[config.mk]
export PLATFORM = sky130hd
export DESIGN_NAME = pbt_queue
export DESIGN_NICKNAME = d
export VERILOG_FILES = /design/src/rtl/pbt_pkg.sv /design/src/rtl/pbt_queue.sv
export SDC_FILE = /design/constraint.sdc
export NUM_CORES = 1
export LEC_CHECK = 0
export BUFFER_PORTS_ARGS = -buffer_cell sky130_fd_sc_hd__buf_2
export CORE_MARGIN = 5
export CORE_UTILIZATION = 45
export CTS_CLUSTER_DIAMETER = 30
export DETAILED_ROUTE_END_ITERATION = 10
export PLACE_DENSITY = 0.68
export RECOVER_POWER = 25
export SYNTH_ARGS = -nofsm -noshare
export SYNTH_HDL_FRONTEND = slang
export SYNTH_SLANG_ARGS = --single-unit
[constraint.sdc]
create_clock -name clk -period 1.9 [get_ports clk]
set_clock_uncertainty 0.2 [all_clocks]
set_input_delay 0 -clock clk [delete_from_list [all_inputs] [get_ports clk]]
set_output_delay 0 -clock clk [all_outputs]
set_load 0.05 [all_outputs]
[src/rtl/pbt_pkg.sv]
// shared types, codes and the base classifier for the pileup base tally
// no dependencies
`default_nettype none
package pbt_pkg;

    localparam int MAX_DEPTH_DEF  = 4096;
    localparam int INDEL_BITS_DEF = 16;
    localparam int QUEUE_DEPTH    = 4;
    localparam int CNT_W          = 13;
    localparam logic [CNT_W-1:0] CNT_MAX = {CNT_W{1'b1}};

    typedef enum logic [1:0] {
        FUNC_BASES = 2'd0,
        FUNC_QUAL  = 2'd1,
        FUNC_END   = 2'd2,
        FUNC_NONE  = 2'd3
    } func_t;

    typedef enum logic [2:0] {
        ST_OK         = 3'd0,
        ST_NO_COUNT   = 3'd1,
        ST_BAD_INDEL  = 3'd2,
        ST_TRUNC      = 3'd3,
        ST_DEPTH      = 3'd4,
        ST_QUAL       = 3'd5,
        ST_BAD_ALLELE = 3'd6,
        ST_OVERFLOW   = 3'd7
    } status_t;

    localparam logic [2:0] CLS_A      = 3'd0;
    localparam logic [2:0] CLS_C      = 3'd1;
    localparam logic [2:0] CLS_G      = 3'd2;
    localparam logic [2:0] CLS_T      = 3'd3;
    localparam logic [2:0] CLS_N      = 3'd4;
    localparam logic [2:0] CLS_DEL    = 3'd5;
    localparam logic [2:0] CLS_IGNORE = 3'd6;
    localparam logic [2:0] CLS_BAD    = 3'd7;

    localparam logic [7:0] CH_PLUS   = 8'h2B;
    localparam logic [7:0] CH_MINUS  = 8'h2D;
    localparam logic [7:0] CH_CARET  = 8'h5E;
    localparam logic [7:0] CH_DOLLAR = 8'h24;
    localparam logic [7:0] CH_DOT    = 8'h2E;
    localparam logic [7:0] CH_COMMA  = 8'h2C;
    localparam logic [7:0] CH_LT     = 8'h3C;
    localparam logic [7:0] CH_GT     = 8'h3E;
    localparam logic [7:0] CH_STAR   = 8'h2A;
    localparam logic [7:0] CH_HASH   = 8'h23;
    localparam logic [7:0] CH_ZERO   = 8'h30;
    localparam logic [7:0] CH_NINE   = 8'h39;
    localparam logic [7:0] CH_LOW_A  = 8'h61;
    localparam logic [7:0] CH_LOW_Z  = 8'h7A;
    localparam logic [7:0] CH_A      = 8'h41;
    localparam logic [7:0] CH_C      = 8'h43;
    localparam logic [7:0] CH_G      = 8'h47;
    localparam logic [7:0] CH_T      = 8'h54;
    localparam logic [7:0] CH_N      = 8'h4E;

    typedef enum logic [1:0] {
        OP_STORE = 2'd0,
        OP_QUAL  = 2'd1,
        OP_END   = 2'd2,
        OP_FLAG  = 2'd3
    } op_kind_t;

    // one classified request between the parser and the tally side
    typedef struct packed {
        op_kind_t    kind;
        logic [2:0]  cls;
        logic        pass;
        status_t     flag;
        logic [15:0] depth;
    } op_t;

    function automatic logic [2:0] classify(input logic [7:0] c);
        logic [7:0] u;
        logic [2:0] r;
        u = (c >= CH_LOW_A && c <= CH_LOW_Z) ? c - 8'd32 : c;
        unique case (u)
            CH_A:            r = CLS_A;
            CH_C:            r = CLS_C;
            CH_G:            r = CLS_G;
            CH_T:            r = CLS_T;
            CH_N:            r = CLS_N;
            CH_STAR, CH_HASH: r = CLS_DEL;
            CH_LT, CH_GT:    r = CLS_IGNORE;
            default:         r = CLS_BAD;
        endcase
        return r;
    endfunction

endpackage
`default_nettype wire

[src/rtl/pbt_queue.sv]
// small request queue between the parser and the tally side
// depends on pbt_pkg
`default_nettype none
module pbt_queue
    import pbt_pkg::*;
(
    input  wire logic clk,
    input  wire logic rst_n,
    input  wire logic push,
    input  op_t       din,
    output logic      full,
    input  wire logic pop,
    output logic      valid,
    output op_t       dout
);

    localparam int QW = $clog2(QUEUE_DEPTH);

    op_t          slot_reg [QUEUE_DEPTH];
    logic [QW-1:0] wr_ptr_reg, rd_ptr_reg;
    logic [QW:0]   fill_reg, fill_next;

    assign full  = (fill_reg == (QW+1)'(QUEUE_DEPTH));
    assign valid = (fill_reg != '0);
    assign dout  = slot_reg[rd_ptr_reg];

    always_comb
    begin
        fill_next = fill_reg;
        if (push && !pop)
        begin
            fill_next = fill_reg + (QW+1)'(1);
        end
        else if (pop && !push)
        begin
            fill_next = fill_reg - (QW+1)'(1);
        end
    end

    always_ff @(posedge clk)
    begin
        if (push)
        begin
            slot_reg[wr_ptr_reg] <= din;
        end
    end

    always_ff @(posedge clk or negedge rst_n)
    begin
        if (!rst_n)
        begin
            wr_ptr_reg <= '0;
            rd_ptr_reg <= '0;
            fill_reg   <= '0;
        end
        else
        begin
            if (push)
            begin
                wr_ptr_reg <= wr_ptr_reg + QW'(1);
            end
            if (pop)
            begin
                rd_ptr_reg <= rd_ptr_reg + QW'(1);
            end
            fill_reg <= fill_next;
        end
    end

endmodule
`default_nettype wire

* Word-level counts from Yosys, hierarchy flattened
Memories as Yosys holds them, arrays and structs flattened.
Index checks and enable logic that the tools add are counted.
** Word-level totals
- Bits in registers :: 7
- RAM bits :: 100
- Output and inout port bits :: 27
- Word-level logic and storage cells :: 19
- Memories kept :: 1
** Memories
- slot_reg :: words 4, bits a word 25, read ports 1, clocked after Yosys merged registers in 0, wr ports 1, RTL line pbt_queue.sv:19 : op_t slot_reg [QUEUE_DEPTH];
** Operators by class
- Add/sub/neg operators :: 4
- Eq/ne operators :: 1
- Mux-type cells :: 4
- Reduce and logical (&&, ||, !) cells :: 6
** Operators with widths (count)
- $mux 3 :: 2
- $add 2x1->2 const B :: 2
- $add 3x1->3 const B :: 1
- $eq 3x3->1 const B :: 1
- $reduce_bool 3->1 :: 1
- $sub 3x1->3 const B :: 1
- $logic_and 1x1->1 :: 2
- $logic_not 1->1 :: 2
- $mux 1 :: 2
- $reduce_bool 2->1 :: 1

* Depth between registers and ports, before layout
- Depth after elaboration :: 4
- Depth in mapped cells :: 7
- Depth with buffers taken out :: 7

* Worst setup path after synthesis
OpenSTA, ideal clock, no wires.
- Path kind :: flip-flop to flip-flop
- From :: register wr_ptr_reg[0]
- To :: memory slot_reg[0][0] (netlist name), enable pin
- Setup time :: 0.384 ns
- Arrival time :: 1.253 ns
- Required time :: 1.316 ns
- Slack :: 0.063 ns
- Stages on the path, launching flop included :: 4
- Path buffers :: 0
- Path through :: dfrtp_1 > inv_1 > ha_1 > and2_1
** RTL lines
- start, declared :: RTL line pbt_queue.sv:20 : logic [QW-1:0] wr_ptr_reg, rd_ptr_reg;
- start signal, assigned :: RTL line pbt_queue.sv:60 : wr_ptr_reg <= wr_ptr_reg + QW'(1);
- end, declared :: RTL line pbt_queue.sv:19
Straight into the memory's write port.

==> summary.md <==
| Metric | Value |
|---|---|
| Status | `complete, but fails checks` |
| Failing checks | `negative setup slack` |
| Die width | `104.9 um` |
| Global placement routability congestion | `0.6486` |
| Clock Latency Late Sink | `approximately 0.35 ns` |
| Largest net degree at the start of global routing | `26` |
| RSZ-0062 raised after global routing | `true` |
| Die Height | `104.9 um` |
| Max FO, Critical Path | `12` |
| Vias in the first global route | `2133` |
| Critical Path AT | `1.71 ns` |
| Buf/Inv on CP | `2` |
| Post-Syn Instances | `165` |
| Setup crit end kind | `primary output` |
| Synth top area cells | `edfxtp_1 (74%), mux4_2 (10%), mux4_1 (4.5%)` |
| Tmin final | `1.905 ns` |
| Post-synthesis sequential area ratio | `around 78%` |
| IO Pins | `56` |
| VDD IR max | `0.6779 mV` |
| Worst R2R Setup Slack | `0.32 ns` |
| Met3 routed WL | `about 490 um` |
| Starting Density | `about 46%` |
| Worst-Margin Slew | `0.3719 ns` |
| Leakage | `about 1.8 nW` |
| Clock-pin transition on the worst setup and hold timing paths | `roughly 0.090 ns` |
| Core area | `8763 um2` |
| Routed wire length on met2 | `3537 um` |
| Routed len/inst | `18.18 um` |
| CP required | `1.70 ns` |
| CTS tree | `done` |
| Cell Int Power | `approximately 5.3 mW` |
| Reg2reg path depth | `4` |
| Inst Count DP | `331` |
| CP endpoint | `dout[7]` |
| Netlist cell types | `19` |
| Total number of vias | `between 1500 and 2000` |
| Syn_nets | `200` |
| Crit Path Class | `flop to primary output` |
| WL met1 | `2762 um` |
| First-pass GRT wire length | `around 11000 um` |
| #FFs+latches synth | `107` |
| Postcts setup bufs | `0` |
| Non-Filler Instances | `~380` |
| Total Wirelength | `6853 um` |
| HPWL after DPL | `4244 um` |
| CTS root buf | `clkbuf_8` |
| Synth top area share | `roughly three quarters` |
| Crit. Startpoint | `rd_ptr_reg[0]$_DFFE_PN0P_` |
| Reg2Reg Launch Point | `fill_reg[0]$_DFFE_PN0P_` |
| Final setup viols | `2` |
| Final hold violation count | `0` |
| Layout Utilization | `58.70%` |
| Crit path max-delay family | `multiplexers` |
| Mean Syn Cell Area | `24.55 um2` |
| Dpl ws | `0.2855 ns` |
| Area growth syn-to-layout | `27.00%` |
| Sequential Power Share | `38.6%` |
| Full die area | `11000 um2` |
| Net Switching | `3.167 mW` |
| Reg-to-Reg End | `fill_reg[2]$_DFFE_PN0P_` |
| Clock share of power | `15.4%` |
| CP peak stage delay | `just under 0.5 ns` |
| All-layer global routing usage | `13.16%` |
| Slowest CP cell | `mux4_2` |
| DRC | `0` |
| Num CTS Buffers | `9` |
| Min-Delay Startpoint | `din[12]` |
| Drt via density | `5.090` |
| Pwr dens | `1646 nW/um2` |
| Layout cells sized above 1 | `33.83%` |
| Layout Nets | `299` |
| Routed Antenna Nets | `0` |
| Total design power | `8.468 mW` |
| Setup slack after layout | `-0.005200 ns` |
| Synth area leader | `edfxtp_1` |
| Number of diodes | `0` |
| Net switching share of the total power | `37.40%` |
| Yosys warns | `0` |
| Top Metal Used | `met4` |
| Post-synthesis cell area | `4050 um2` |
| Max Fclk | `roughly 520 MHz` |
| Max Cap Viol | `0` |
| Worst path cell trace | `buf_12, mux4_2, buf_2` |
| PortBufs | `55` |
| Antenna violations before repair | `0` |
| FP Rows | `34` |
| Drt pass-1 iters | `4` |
| Worst Setup Start Kind | `flop` |
| Part of the power in combinational logic | `45.9%` |
| Remaining global-route overflow | `0` |
| Final Slew Violations | `0` |
| Clock sinks | `107` |
| Max Root-Sink Buffers | `2` |
| Relative slew margins | `about three quarters` |
| Hold crit path type | `primary input to flop` |
| Period utilisation layout | `100.3%` |
| Largest register FFs | `100` |
| Htree depth | `3` |
| CP Depth | `3` |
| Detailed Route Iter0 Violations | `just under 80` |
==> worst min path at each step <==
| stage | to | slack [ns] | cells after the start |
|---|---|---|---|
| floorplan | fill_reg[0]$_DFFE_PN0P_ | -0.50 | 0 |
| global placement | fill_reg[1]$_DFFE_PN0P_ | -0.35 | 1 |
| detailed placement | fill_reg[0]$_DFFE_PN0P_ | -0.34 | 1 |
| CTS | slot_reg[3][7]$_DFFE_PP_ | 0.17 | 2 |
| global route | slot_reg[2][12]$_DFFE_PP_ | 0.21 | 2 |
| finish | slot_reg[2][12]$_DFFE_PP_ | 0.21 | 2 |
==> synth_stat cells <==
master	n
inv_1	4
edfxtp_1	100
nor3b_1	1
nand2_1	2
nor2_1	1
or3_1	1
buf_6	1
ha_1	5
mux4_2	18
and2_1	4
fa_1	1
buf_12	2
o21ai_0	1
mux4_1	7
xor2_1	4
xnor2_1	2
dfrtp_1	7
buf_2	3
mux2_2	1
==> cells in the final DEF (no fill, tap or decap), drive strengths merged <==
cell type | synthesis | layout
edfxtp | 100 | 100
buf | 6 | 48
dlygate4sd3 | 0 | 29
clkbuf | 0 | 27
mux4 | 25 | 25
dfrtp | 7 | 7
ha | 5 | 5
inv | 4 | 5
and2 | 4 | 4
xor2 | 4 | 4
clkinv | 0 | 3
xnor2 | 2 | 2
nand2 | 2 | 2
nor3b | 1 | 1
or3 | 1 | 1
mux2 | 1 | 1
o21ai | 1 | 1
nor2 | 1 | 1
fa | 1 | 1
clkinvlp | 0 | 1
bufinv | 0 | 1
==> timing repair <==
item                                    in CTS  in global routing
cloned                                       0                  1
gates resized for setup                     44                  9
endpoints found under the hold margin      113                  0
hold buffers                                29                  0
endpoints found under the setup margin      23                 24
==> layer usage <==
layer,vias to the layer above,GRT usage [%]
met5,-,0
met4,0,3.562
met3,7,5.610
met2,57,21.90
met1,982,15.83
li1,873,-
==> logic make-up after synthesis <==
logic type,Yosys count,share of synthesized area [%]
simple gates,9,1.236
fa+ha+maj,6,2.039
flops,107,78.47
compound gates,1,0.1235
xor+xnor,6,1.297
buf+inv,10,2.008
mux,26,14.83
==> per-stage QoR <==
step / TNS, ns / hold slack, ns / area (um2)
2_1_floorplan: 0 / -0.4956 / 4050
3_3_place_gp: 0 / -0.3523 / 4538
4_1_cts: -0.1698 / 0.1657 / 5127
3_5_place_dp: 0 / -0.3446 / 4538
5_1_grt: -1.395 / 0.2120 / 5144
6_report: -0.006364 / 0.2144 / 5144
==> cell type report <==
cell class              instances  area [um2]
multi-input cells              48       764.5
well taps                     108       135.1
flip-flops and latches        107        3179
repair buffers                 94       857.1
clock inverters                 6       65.06
clock buffers                  10       127.6
inverters                       4       15.01
fillers                       675        3620
==> power by group through the flow <==
stage | Sequential, mW | Clock [mW] | Combinational, mW
after floorplan | 3.25 | 0 | 2.63
after global placement | 3.28 | 0 | 3.36
after detailed placement | 3.31 | 0 | 3.37
after CTS | 3.26 | 1.36 | 3.83
after global routing | 3.32 | 1.47 | 4.10
final | 3.27 | 1.31 | 3.89
Note: power is estimated with default switching activity, not from simulation.
