==> config.mk <==
export PLATFORM = sky130hd
export DESIGN_NAME = pbt_front
export DESIGN_NICKNAME = d
export VERILOG_FILES = /design/src/rtl/pbt_pkg.sv /design/src/rtl/pbt_front.sv
export SDC_FILE = /design/constraint.sdc
export NUM_CORES = 1
export LEC_CHECK = 0
export BUFFER_PORTS_ARGS = -buffer_cell sky130_fd_sc_hd__buf_2
export CAP_MARGIN = 20
export CELL_PAD_IN_SITES_DETAIL_PLACEMENT = 1
export CELL_PAD_IN_SITES_GLOBAL_PLACEMENT = 2
export CORE_MARGIN = 4
export CORE_UTILIZATION = 32
export DETAILED_ROUTE_END_ITERATION = 8
export PLACE_DENSITY_LB_ADDON = 0.1
export SLEW_MARGIN = 15
export SYNTH_ARGS = -nofsm -noshare
export SYNTH_HDL_FRONTEND = slang
export SYNTH_SLANG_ARGS = --single-unit
==> constraint.sdc <==
create_clock -name clk -period 5 [get_ports clk]
set_input_delay 1 -clock clk [delete_from_list [all_inputs] [get_ports clk]]
set_output_delay 1 -clock clk [all_outputs]
set_load 0.03 [all_outputs]
==> src/rtl/pbt_pkg.sv <==
// shared types, codes and the base classifier for the pileup base tally
// no dependencies
`default_nettype none
package pbt_pkg;

    localparam int MAX_DEPTH_DEF  = 4096;
    localparam int INDEL_BITS_DEF = 16;
    localparam int QUEUE_DEPTH    = 4;
    localparam int CNT_W          = 13;
    localparam logic [CNT_W-1:0] CNT_MAX = {CNT_W{1'b1}};

    typedef enum logic [1:0] {
        FUNC_BASES = 2'd0,
        FUNC_QUAL  = 2'd1,
        FUNC_END   = 2'd2,
        FUNC_NONE  = 2'd3
    } func_t;

    typedef enum logic [2:0] {
        ST_OK         = 3'd0,
        ST_NO_COUNT   = 3'd1,
        ST_BAD_INDEL  = 3'd2,
        ST_TRUNC      = 3'd3,
        ST_DEPTH      = 3'd4,
        ST_QUAL       = 3'd5,
        ST_BAD_ALLELE = 3'd6,
        ST_OVERFLOW   = 3'd7
    } status_t;

    localparam logic [2:0] CLS_A      = 3'd0;
    localparam logic [2:0] CLS_C      = 3'd1;
    localparam logic [2:0] CLS_G      = 3'd2;
    localparam logic [2:0] CLS_T      = 3'd3;
    localparam logic [2:0] CLS_N      = 3'd4;
    localparam logic [2:0] CLS_DEL    = 3'd5;
    localparam logic [2:0] CLS_IGNORE = 3'd6;
    localparam logic [2:0] CLS_BAD    = 3'd7;

    localparam logic [7:0] CH_PLUS   = 8'h2B;
    localparam logic [7:0] CH_MINUS  = 8'h2D;
    localparam logic [7:0] CH_CARET  = 8'h5E;
    localparam logic [7:0] CH_DOLLAR = 8'h24;
    localparam logic [7:0] CH_DOT    = 8'h2E;
    localparam logic [7:0] CH_COMMA  = 8'h2C;
    localparam logic [7:0] CH_LT     = 8'h3C;
    localparam logic [7:0] CH_GT     = 8'h3E;
    localparam logic [7:0] CH_STAR   = 8'h2A;
    localparam logic [7:0] CH_HASH   = 8'h23;
    localparam logic [7:0] CH_ZERO   = 8'h30;
    localparam logic [7:0] CH_NINE   = 8'h39;
    localparam logic [7:0] CH_LOW_A  = 8'h61;
    localparam logic [7:0] CH_LOW_Z  = 8'h7A;
    localparam logic [7:0] CH_A      = 8'h41;
    localparam logic [7:0] CH_C      = 8'h43;
    localparam logic [7:0] CH_G      = 8'h47;
    localparam logic [7:0] CH_T      = 8'h54;
    localparam logic [7:0] CH_N      = 8'h4E;

    typedef enum logic [1:0] {
        OP_STORE = 2'd0,
        OP_QUAL  = 2'd1,
        OP_END   = 2'd2,
        OP_FLAG  = 2'd3
    } op_kind_t;

    // one classified request between the parser and the tally side
    typedef struct packed {
        op_kind_t    kind;
        logic [2:0]  cls;
        logic        pass;
        status_t     flag;
        logic [15:0] depth;
    } op_t;

    function automatic logic [2:0] classify(input logic [7:0] c);
        logic [7:0] u;
        logic [2:0] r;
        u = (c >= CH_LOW_A && c <= CH_LOW_Z) ? c - 8'd32 : c;
        unique case (u)
            CH_A:            r = CLS_A;
            CH_C:            r = CLS_C;
            CH_G:            r = CLS_G;
            CH_T:            r = CLS_T;
            CH_N:            r = CLS_N;
            CH_STAR, CH_HASH: r = CLS_DEL;
            CH_LT, CH_GT:    r = CLS_IGNORE;
            default:         r = CLS_BAD;
        endcase
        return r;
    endfunction

endpackage
`default_nettype wire

==> src/rtl/pbt_front.sv <==
// byte parser: indel/caret skipping, base classification, quality screening
// depends on pbt_pkg
`default_nettype none
module pbt_front
    import pbt_pkg::*;
#(
    parameter int INDEL_BITS = INDEL_BITS_DEF
) (
    input  wire logic        clk,
    input  wire logic        rst_n,
    input  wire logic        accept,
    input  wire logic [1:0]  func,
    input  wire logic [7:0]  in_byte,
    input  wire logic [7:0]  ref_base,
    input  wire logic [15:0] declared_depth,
    input  wire logic        strict_mode,
    input  wire logic        quality_present,
    input  wire logic [6:0]  min_quality,
    input  wire logic [6:0]  quality_offset,
    output logic             push,
    output op_t              op
);

    typedef enum logic [4:0] {
        MODE_NORMAL = 5'b00001,
        MODE_SIGN   = 5'b00010,
        MODE_DIGITS = 5'b00100,
        MODE_SKIP   = 5'b01000,
        MODE_CARET  = 5'b10000
    } mode_t;

    localparam logic [INDEL_BITS-1:0] LIM = {INDEL_BITS{1'b1}};

    mode_t                  mode_reg, mode_next;
    logic [INDEL_BITS-1:0]  rem_reg, rem_next;
    logic [INDEL_BITS-1:0]  rem_dec;
    logic [INDEL_BITS+3:0]  prod;
    logic [3:0]             digit_val;
    logic                   digit_hit;
    logic                   do_norm;
    logic                   do_skip;
    logic                   do_store;
    logic [2:0]             store_cls;
    status_t                flag;
    logic [8:0]             qual_floor;

    assign digit_hit = (in_byte >= CH_ZERO) && (in_byte <= CH_NINE);
    assign digit_val = in_byte[3:0];
    assign rem_dec   = rem_reg - INDEL_BITS'(1);
    assign prod      = ({4'd0, rem_reg} << 3) + ({4'd0, rem_reg} << 1)
                     + {{INDEL_BITS{1'b0}}, digit_val};
    assign qual_floor = {2'd0, quality_offset} + {2'd0, min_quality};

    always_comb
    begin
        mode_next = mode_reg;
        rem_next  = rem_reg;
        do_norm   = 1'b0;
        do_skip   = 1'b0;
        do_store  = 1'b0;
        store_cls = CLS_BAD;
        flag      = ST_OK;
        push      = 1'b0;
        op        = '0;
        op.depth  = declared_depth;
        if (accept)
        begin
            unique case (func_t'(func))
                FUNC_BASES:
                begin
                    unique case (mode_reg)
                        MODE_SIGN:
                        begin
                            if (digit_hit)
                            begin
                                rem_next  = INDEL_BITS'(digit_val);
                                mode_next = MODE_DIGITS;
                            end
                            else
                            begin
                                flag      = ST_NO_COUNT;
                                mode_next = MODE_NORMAL;
                                do_norm   = 1'b1;
                            end
                        end
                        MODE_DIGITS:
                        begin
                            if (digit_hit)
                            begin
                                if (prod > {4'd0, LIM})
                                begin
                                    flag     = ST_NO_COUNT;
                                    rem_next = LIM;
                                end
                                else
                                begin
                                    rem_next = prod[INDEL_BITS-1:0];
                                end
                            end
                            else if (rem_reg == '0)
                            begin
                                mode_next = MODE_NORMAL;
                                do_norm   = 1'b1;
                            end
                            else
                            begin
                                do_skip = 1'b1;
                            end
                        end
                        MODE_SKIP:
                        begin
                            if (rem_reg == '0)
                            begin
                                mode_next = MODE_NORMAL;
                                do_norm   = 1'b1;
                            end
                            else
                            begin
                                do_skip = 1'b1;
                            end
                        end
                        MODE_CARET:
                        begin
                            mode_next = MODE_NORMAL;
                        end
                        default:
                        begin
                            mode_next = MODE_NORMAL;
                            do_norm   = 1'b1;
                        end
                    endcase

                    if (do_skip)
                    begin
                        if (strict_mode && (classify(in_byte) >= CLS_IGNORE))
                        begin
                            flag = ST_BAD_INDEL;
                        end
                        rem_next  = rem_dec;
                        mode_next = (rem_dec == '0) ? MODE_NORMAL : MODE_SKIP;
                    end

                    if (do_norm)
                    begin
                        case (in_byte)
                            CH_PLUS, CH_MINUS:
                            begin
                                mode_next = MODE_SIGN;
                                rem_next  = '0;
                            end
                            CH_CARET:
                            begin
                                mode_next = MODE_CARET;
                            end
                            CH_DOLLAR:
                            begin
                                mode_next = MODE_NORMAL;
                            end
                            CH_DOT, CH_COMMA:
                            begin
                                do_store  = 1'b1;
                                store_cls = classify(ref_base);
                            end
                            default:
                            begin
                                do_store  = 1'b1;
                                store_cls = classify(in_byte);
                            end
                        endcase
                    end

                    op.kind = do_store ? OP_STORE : OP_FLAG;
                    op.cls  = store_cls;
                    op.flag = flag;
                    push    = do_store || (flag != ST_OK);
                end
                FUNC_QUAL:
                begin
                    op.kind = OP_QUAL;
                    op.pass = (min_quality == 7'd0) || ({1'b0, in_byte} >= qual_floor);
                    push    = quality_present;
                end
                FUNC_END:
                begin
                    if (mode_reg == MODE_SIGN)
                    begin
                        flag = ST_NO_COUNT;
                    end
                    else if (mode_reg == MODE_CARET ||
                             ((mode_reg == MODE_DIGITS || mode_reg == MODE_SKIP) &&
                              rem_reg != '0))
                    begin
                        flag = ST_TRUNC;
                    end
                    op.kind   = OP_END;
                    op.flag   = flag;
                    push      = 1'b1;
                    mode_next = MODE_NORMAL;
                    rem_next  = '0;
                end
                default:
                begin
                    push = 1'b0;
                end
            endcase
        end
    end

    always_ff @(posedge clk or negedge rst_n)
    begin
        if (!rst_n)
        begin
            mode_reg <= MODE_NORMAL;
            rem_reg  <= '0;
        end
        else
        begin
            mode_reg <= mode_next;
            rem_reg  <= rem_next;
        end
    end

endmodule
`default_nettype wire

# ---- After elaboration in Yosys (flattened, before gate mapping)
# Index checks and enable logic that the tools add are counted.
dict set report op_classes {
  addsub 6
  mul 0
  div 0
  order_cmp 9
  eq_ne 30
  shifts 0
  n_mux 59
  bitwise 0
  n_reduce_logical 24
}
# op n
set ops {}
lappend ops {{8-bit by 6-bit equality test with 1-bit output, second input constant} 13}
lappend ops {{16-bit 2-to-1 mux} 6}
lappend ops {{8-bit by 7-bit equality test with 1-bit output, second input constant} 11}
lappend ops {{16-bit one-hot mux with 2 select lines} 2}
lappend ops {{3-bit one-hot mux with 7 select lines} 2}
lappend ops {{16-bit zero test} 2}
lappend ops {{3-bit 2-to-1 mux} 10}
lappend ops {{5-bit one-hot mux with 3 select lines} 2}
lappend ops {{19-bit by 17-bit adder with 20-bit output} 1}
lappend ops {{20-bit by 4-bit adder with 20-bit output} 1}
lappend ops {{20-bit by 16-bit > comparator with 1-bit output, second input constant} 1}
lappend ops {{5-bit 2-to-1 mux} 4}
lappend ops {{1-bit 2-to-1 mux} 18}
lappend ops {{8-bit by 7-bit >= comparator with 1-bit output, second input constant} 2}
lappend ops {{8-bit by 7-bit less-or-equal comparator with 1-bit output, second input constant} 2}
lappend ops {{8-bit 2-to-1 mux} 2}
lappend ops {{16-bit nonzero test} 1}
lappend ops {{16-bit by 1-bit subtractor with 16-bit output, second input constant} 1}
lappend ops {{8-bit by 6-bit subtractor with 8-bit output, second input constant} 2}
lappend ops {{3-bit one-hot mux with 2 select lines} 2}
lappend ops {{2-bit OR reduction} 6}
lappend ops {{5-bit one-hot mux with 2 select lines} 1}
lappend ops {{9-bit 2-to-1 mux} 1}
lappend ops {{7-bit by 7-bit adder with 8-bit output} 1}
lappend ops {{other kinds (24)} 34}
dict set report totals {
  reg_bits 21
  latchBits 0
  ram_bits 0
  romBits 0
  inputBits 53
  n_memories 0
}

# ---- Logic depth before layout (Yosys ltp)
dict set report depth {
  depth_word 19
  mapped_depth 12
}

# ---- Worst setup path after synthesis
# OpenSTA, ideal clock, no wires.
dict set report synth_timing {
  path_kind {input to output}
  startpoint {in in_byte[3]}
  endpoint {out op[16] (netlist name)}
  t_arrival_ns 3.821
  path_slack_ns 0.179
  cell_stages 10
  path_buffers 1
  cell_sequence {fa_1 -> fa_1 -> a211oi_1 -> o211ai_1 -> a21boi_0 -> o311ai_0 -> nand4_1 -> nand2_1 -> buf_2 -> a21oi_1}
}
# element line_no
set synth_rtl {}
lappend synth_rtl {{from (decl)} pbt_front.sv:13} ;# input wire logic [7:0] in_byte,
lappend synth_rtl {{to (decl)} pbt_front.sv:21} ;# output op_t op

# ---- Final worst setup path
dict set report layout_timing {
  startpoint {in in_byte[3]}
  endpoint {out push}
}
dict set report layout_between {
  elab_chain_len 19
  elab_cells_between_ends 57
  cone_classes {add/sub: 2; order compare: 6; eq/ne: 13; mux: 28; reduce/logical: 8}
}
# element line_no
set layout_lines {}
lappend layout_lines {{8-bit by 7-bit >= comparator with 1-bit output / 8-bit by 7-bit less-or-equal comparator with 1-bit output (equally long branches)} pbt_pkg.sv:78} ;# u = (c >= CH_LOW_A && c <= CH_LOW_Z) ? c - 8'd32 : c;
lappend layout_lines {{1-bit logical AND} pbt_pkg.sv:78}
lappend layout_lines {{8-bit 2-to-1 mux} pbt_pkg.sv:78}
lappend layout_lines {{8-bit by 6-bit equality test with 1-bit output} pbt_pkg.sv:79} ;# unique case (u)
lappend layout_lines {{2-bit OR reduction} pbt_pkg.sv:79}
lappend layout_lines {{3-bit one-hot mux with 7 select lines} pbt_pkg.sv:79}
lappend layout_lines {{3-bit 2-to-1 mux} pbt_front.sv:133} ;# if (do_skip)
lappend layout_lines {{3-bit 2-to-1 mux} pbt_front.sv:68} ;# unique case (func_t'(func))
lappend layout_lines {{[3 not listed]} n/a}
lappend layout_lines {{3-bit 2-to-1 mux} pbt_front.sv:135} ;# if (strict_mode && (classify(in_byte) >= CLS_IGNORE))
lappend layout_lines {{3-bit 2-to-1 mux} pbt_front.sv:133}
lappend layout_lines {{3-bit 2-to-1 mux} pbt_front.sv:68}
lappend layout_lines {{3-bit 2-to-1 mux} pbt_front.sv:66} ;# if (accept)
lappend layout_lines {{3-bit nonzero test} pbt_front.sv:175} ;# push = do_store || (flag != ST_OK);
lappend layout_lines {{1-bit logical OR *} pbt_front.sv:175}
lappend layout_lines {{1-bit one-hot mux with 3 select lines *} pbt_front.sv:68}
lappend layout_lines {{1-bit 2-to-1 mux *} pbt_front.sv:66}
lappend layout_lines {{to (decl)} pbt_front.sv:20} ;# output logic push,
# Mark *: on every way between the ends. The rest lies on a longest branch, timed or not. The select of a mux whose other input is x is not followed.

==> metrics list <==
- Tmin final: about 4.8 ns
* Element type at the critical path start: primary input
- The signal on the critical path passes through buf_2 -> fa_1 -> fa_1 -> a211oi_2 -> o211ai_1 -> a211oi_1 -> o21ai_0 -> o311ai_0 -> nand4_1 -> nand2_1 -> a21oi_1 -> buf_2.
* Initial drt markers: 184
- Transition time of the tightest slew-check pin: 0.935 ns
* Worst ir drop on vdd: 0.0842 mV
- Count of inserted antenna diode cells: 0
- Post-Syn Instances: 606
- Final Power: 506 uW
* Average wire length per cell after detail routing: around 19 um
- Die span in x: roughly 120 um
* Worst-case clock skew: 0.00392 ns
- Slew Limit Headroom: 0.373
- Setup Crit Path Kind: primary input to primary output
- By area the synthesized netlist is led by sky130_fd_sc_hd__ha_1 (15%), sky130_fd_sc_hd__dfrtp_1 (12%), sky130_fd_sc_hd__a21oi_1 (7.1%), sky130_fd_sc_hd__o21ai_0 (5.9%), sky130_fd_sc_hd__nand2_1 (4.8%).
- Setup violations remaining at the end of the flow were counted as 0.
- Share of final-layout standard cells stronger than drive strength 1: 0.134
- Starting Density: 0.327
- Top fanout value on the critical path: 3
- Synth Area in Simple Gates: 0.242
* Dominant combinational cell family by area after synthesis: compound AO/OA/AOI/OAI gates
* Number of buffers between clock root and the deepest sink: 2
* Fraction of the mapped netlist area in adder cells: 0.164
* Stage delay of the slowest cell on the critical path: 0.54 ns
- Of the synthesized area, sequential elements account for 0.122.
- Clock H-tree levels: 1
- Buffers added to address setup during post-CTS repair amount to 0.
* Maximum number of pins on one net before global-route repair: 36
* Clock tree from TritonCTS: done
- Among all flip-flop cells after synthesis, the most frequent one is sky130_fd_sc_hd__dfrtp_1.
* Clock latency at the later pin of the worst-skew pair: 0.26 ns
- From bottom edge to top edge, the die measures 124 um.
- The number of global-route vias before repair came to 4776.
- For this run, asynchronously set or reset flops after synthesis account for 1.00.
- In this run, synthesis inferred 0 flip-flops with an integrated enable.
- The worst setup path is captured at a primary output.
- Antenna violations before repair: 0
- In this run the cell area of the synthesized design comes to 4330 um2.
- The most critical setup path has its startpoint at in_byte[3].
- Ranking of synthesized cells by instance count: sky130_fd_sc_hd__a21oi_1 (61), sky130_fd_sc_hd__nand2_1 (55), sky130_fd_sc_hd__ha_1 (52)
- In the global route stage, overall resource usage came out at 0.191.
- Area growth from synthesis to layout: 9.69%
- Hold repair after CTS inserted 0 buffers.
* Worst hold slack: 0.580 ns
* Top delay family on crit path: adder cells
- Clock buffers created by TritonCTS: 3
* Number of standard-cell rows in the floorplan: between 40 and 50
- The startpoint identified for the worst register-to-register timing path is rem_reg[12]$_DFFE_PN0P_.
- The layout has 1693 filler cells.
- Crit share post-route: 0.956
- The routed layout has 4626 vias.
- Max-cap violations in this run came to 0.
- Together, buffers and inverters on the worst path number 2.
- Final Slew Violations: 0
- Data arrival time of the critical path: 3.78 ns
- Type of the tightest min-delay check: flop to flop
* Number of detailed-route iterations in the first pass: 5
- For this design the top-level I/O count stands at 79.
- Synthesis produced a netlist with a net count of between 700 and 800.
* IO buf count: 45
- In the post-synthesis netlist, the cell with the most instances is sky130_fd_sc_hd__a21oi_1.
- Sinks on Clock Net: 21
* DRC violation count after routing: 0
- Unrepaired setup endpoints after global routing: false
- Post-synthesis mux area share: 0.00260
* Flip-flop and latch count after synthesis: 21
- Of the post-synthesis cell area, the dominant cell type holds 0.150.
- Across all register-to-register paths, the minimum setup slack is 1.63 ns.
- Root Driver: sky130_fd_sc_hd__clkbuf_16
* Post-layout net count: 734
- In the routed layout, each cell is associated on average with a via count of around 5.8.
* Number of hold-slack violations in the final timing report: 0
- Outcome: finished clean
- Among all stages on the critical path, the largest delay is contributed by sky130_fd_sc_hd__fa_1.
- Wire length after detailed routing: about 15000 um
* Xor-xnor portion of the synthesized cell area: 0.0668
- Total of cells resized after clock tree synthesis: 0
- Once detail routing completed, the nets flagged for antenna violations numbered 0.
* Number of flip-flops under the largest register name: 16
* Compound-gate portion of the synthesized area: 0.323
- Required @ worst endpoint: roughly 4 ns
- Post-Route Setup TNS: 0 ns
- The region available for standard cell placement spans ~13000 um2.
- Leak: between 2 and 2.5 nW
- The floorplan step defined a die boundary enclosing 15400 um2.
- The synthesized netlist contains 72 unique library cells.
- The total overflow left after global routing is 0.
- The first global-routing pass estimated 25100 um of wire.
- Largest area contributor in the synthesized netlist: sky130_fd_sc_hd__ha_1
* Clock-pin slew on the worst setup and hold paths: around 0.06 ns
* Hold path start: mode_reg[1]$_DFFE_PN0P_
- At the end of routability-driven placement, the weighted congestion stood at 0.823.
- Avg Inst Size Synth: just over 7 um2
- Yosys warning total: 0
- Once detailed placement completed, the half-perimeter wirelength came to 12000 um.
- Timing would allow up to 209 MHz.
* Total power density per cell area: 107 nW/um2
==> cell usage in the layout (no fill, tap or decap), types with 6 or more instances in the layout <==
| cell type | Yosys | routed |
|---|---|---|
| sky130_fd_sc_hd__ha_1 | 52 | 52 |
| sky130_fd_sc_hd__nor2b_1 | 6 | 6 |
| sky130_fd_sc_hd__nand4_1 | 6 | 6 |
| sky130_fd_sc_hd__and3_1 | 8 | 8 |
| sky130_fd_sc_hd__nand2_1 | 55 | 55 |
| sky130_fd_sc_hd__a31oi_1 | 15 | 15 |
| sky130_fd_sc_hd__nand2b_1 | 12 | 12 |
| sky130_fd_sc_hd__a22oi_1 | 9 | 9 |
| sky130_fd_sc_hd__xor2_1 | 14 | 14 |
| sky130_fd_sc_hd__a21oi_1 | 61 | 61 |
| sky130_fd_sc_hd__a211oi_1 | 8 | 6 |
| sky130_fd_sc_hd__o211ai_1 | 8 | 8 |
| sky130_fd_sc_hd__nor2_1 | 50 | 50 |
| sky130_fd_sc_hd__inv_1 | 19 | 19 |
| sky130_fd_sc_hd__buf_4 | 18 | 20 |
| sky130_fd_sc_hd__a21o_1 | 11 | 11 |
| sky130_fd_sc_hd__xnor2_1 | 19 | 19 |
| sky130_fd_sc_hd__nor3_1 | 25 | 25 |
| sky130_fd_sc_hd__o21ai_0 | 51 | 51 |
| sky130_fd_sc_hd__o21a_1 | 6 | 6 |
| sky130_fd_sc_hd__dfrtp_1 | 20 | 20 |
| sky130_fd_sc_hd__buf_2 | 8 | 45 |
| sky130_fd_sc_hd__nand3_1 | 16 | 16 |
==> logic make-up after synthesis <==
group | count (synthesis)
multiplexers | 1
flip-flops | 21
AO/OA/AOI/OAI | 219
buffers and inverters | 69
other | 1
AND/OR/NAND/NOR | 207
adder cells (fa/ha/maj) | 55
XOR/XNOR | 33
==> path summary, 6_finish.rpt <==
kind	cells past startpoint	endpoint
worst max-delay path	12	push
max in group asynchronous	1	mode_reg[0]$_DFFE_PN1P_
worst max register to register	11	rem_reg[1]$_DFFE_PN0P_
min in group asynchronous	1	rem_reg[12]$_DFFE_PN0P_
worst min register to register	1	mode_reg[1]$_DFFE_PN0P_
worst min-delay path	1	mode_reg[1]$_DFFE_PN0P_
==> cell type report <==
| class | instances | area [um2] | area share |
|---|---|---|---|
| Tap cell | 176 | 220 | 0.0464 |
| Multi-Input combinational cell | 516 | 3470 | 0.732 |
| Clock buffer | 4 | 78.8 | 0.0166 |
| Inverter | 19 | 71.3 | 0.0150 |
| Timing Repair Buffer | 65 | 375 | 0.0791 |
| Sequential cell | 21 | 527 | 0.111 |
==> metal layers <==
metal / vias up / wire length, um / GRT usage
li1: 2278 / - / -
met1: 2239 / 6920 / 0.256
met2: 89 / 7480 / 0.341
met5: - / 0 / 0
met4: 0 / 214 / 0.0329
met3: 20 / 403 / 0.0163
==> worst reg2reg max path, cell delays in order (launching register included) <==
cell,delay (ns)
sky130_fd_sc_hd__dfrtp_1,0.60
sky130_fd_sc_hd__ha_1,0.32
sky130_fd_sc_hd__ha_1,0.40
sky130_fd_sc_hd__a21oi_1,0.39
sky130_fd_sc_hd__nand2_1,0.09
sky130_fd_sc_hd__o311ai_0,0.32
sky130_fd_sc_hd__o21ai_0,0.15
sky130_fd_sc_hd__o311ai_0,0.11
sky130_fd_sc_hd__nand4_1,0.24
sky130_fd_sc_hd__buf_4,0.22
sky130_fd_sc_hd__o311ai_0,0.29
sky130_fd_sc_hd__nand3_1,0.11
==> where the power goes <==
group          switching [mW]  internal, mW  total, mW
Combinational          0.0924        0.0628      0.155
Clock                  0.0714         0.109      0.181
Sequential           0.000221         0.170      0.170
Total                   0.164         0.342      0.506
==> metrics by stage <==
step | cell area [um2] | util | setup WS (ns) | std cells
after floorplan | 4330 | - | 0.179 | 606
after global placement | 4660 | 0.352 | 0.164 | 797
after detailed placement | 4660 | 0.352 | 0.0989 | 797
after CTS | 4730 | 0.358 | 0.0752 | 801
after global routing | 4740 | 0.358 | 0.0518 | 801
final | 4740 | 0.358 | 0.219 | 801
Power figures use the tool's default switching activity.
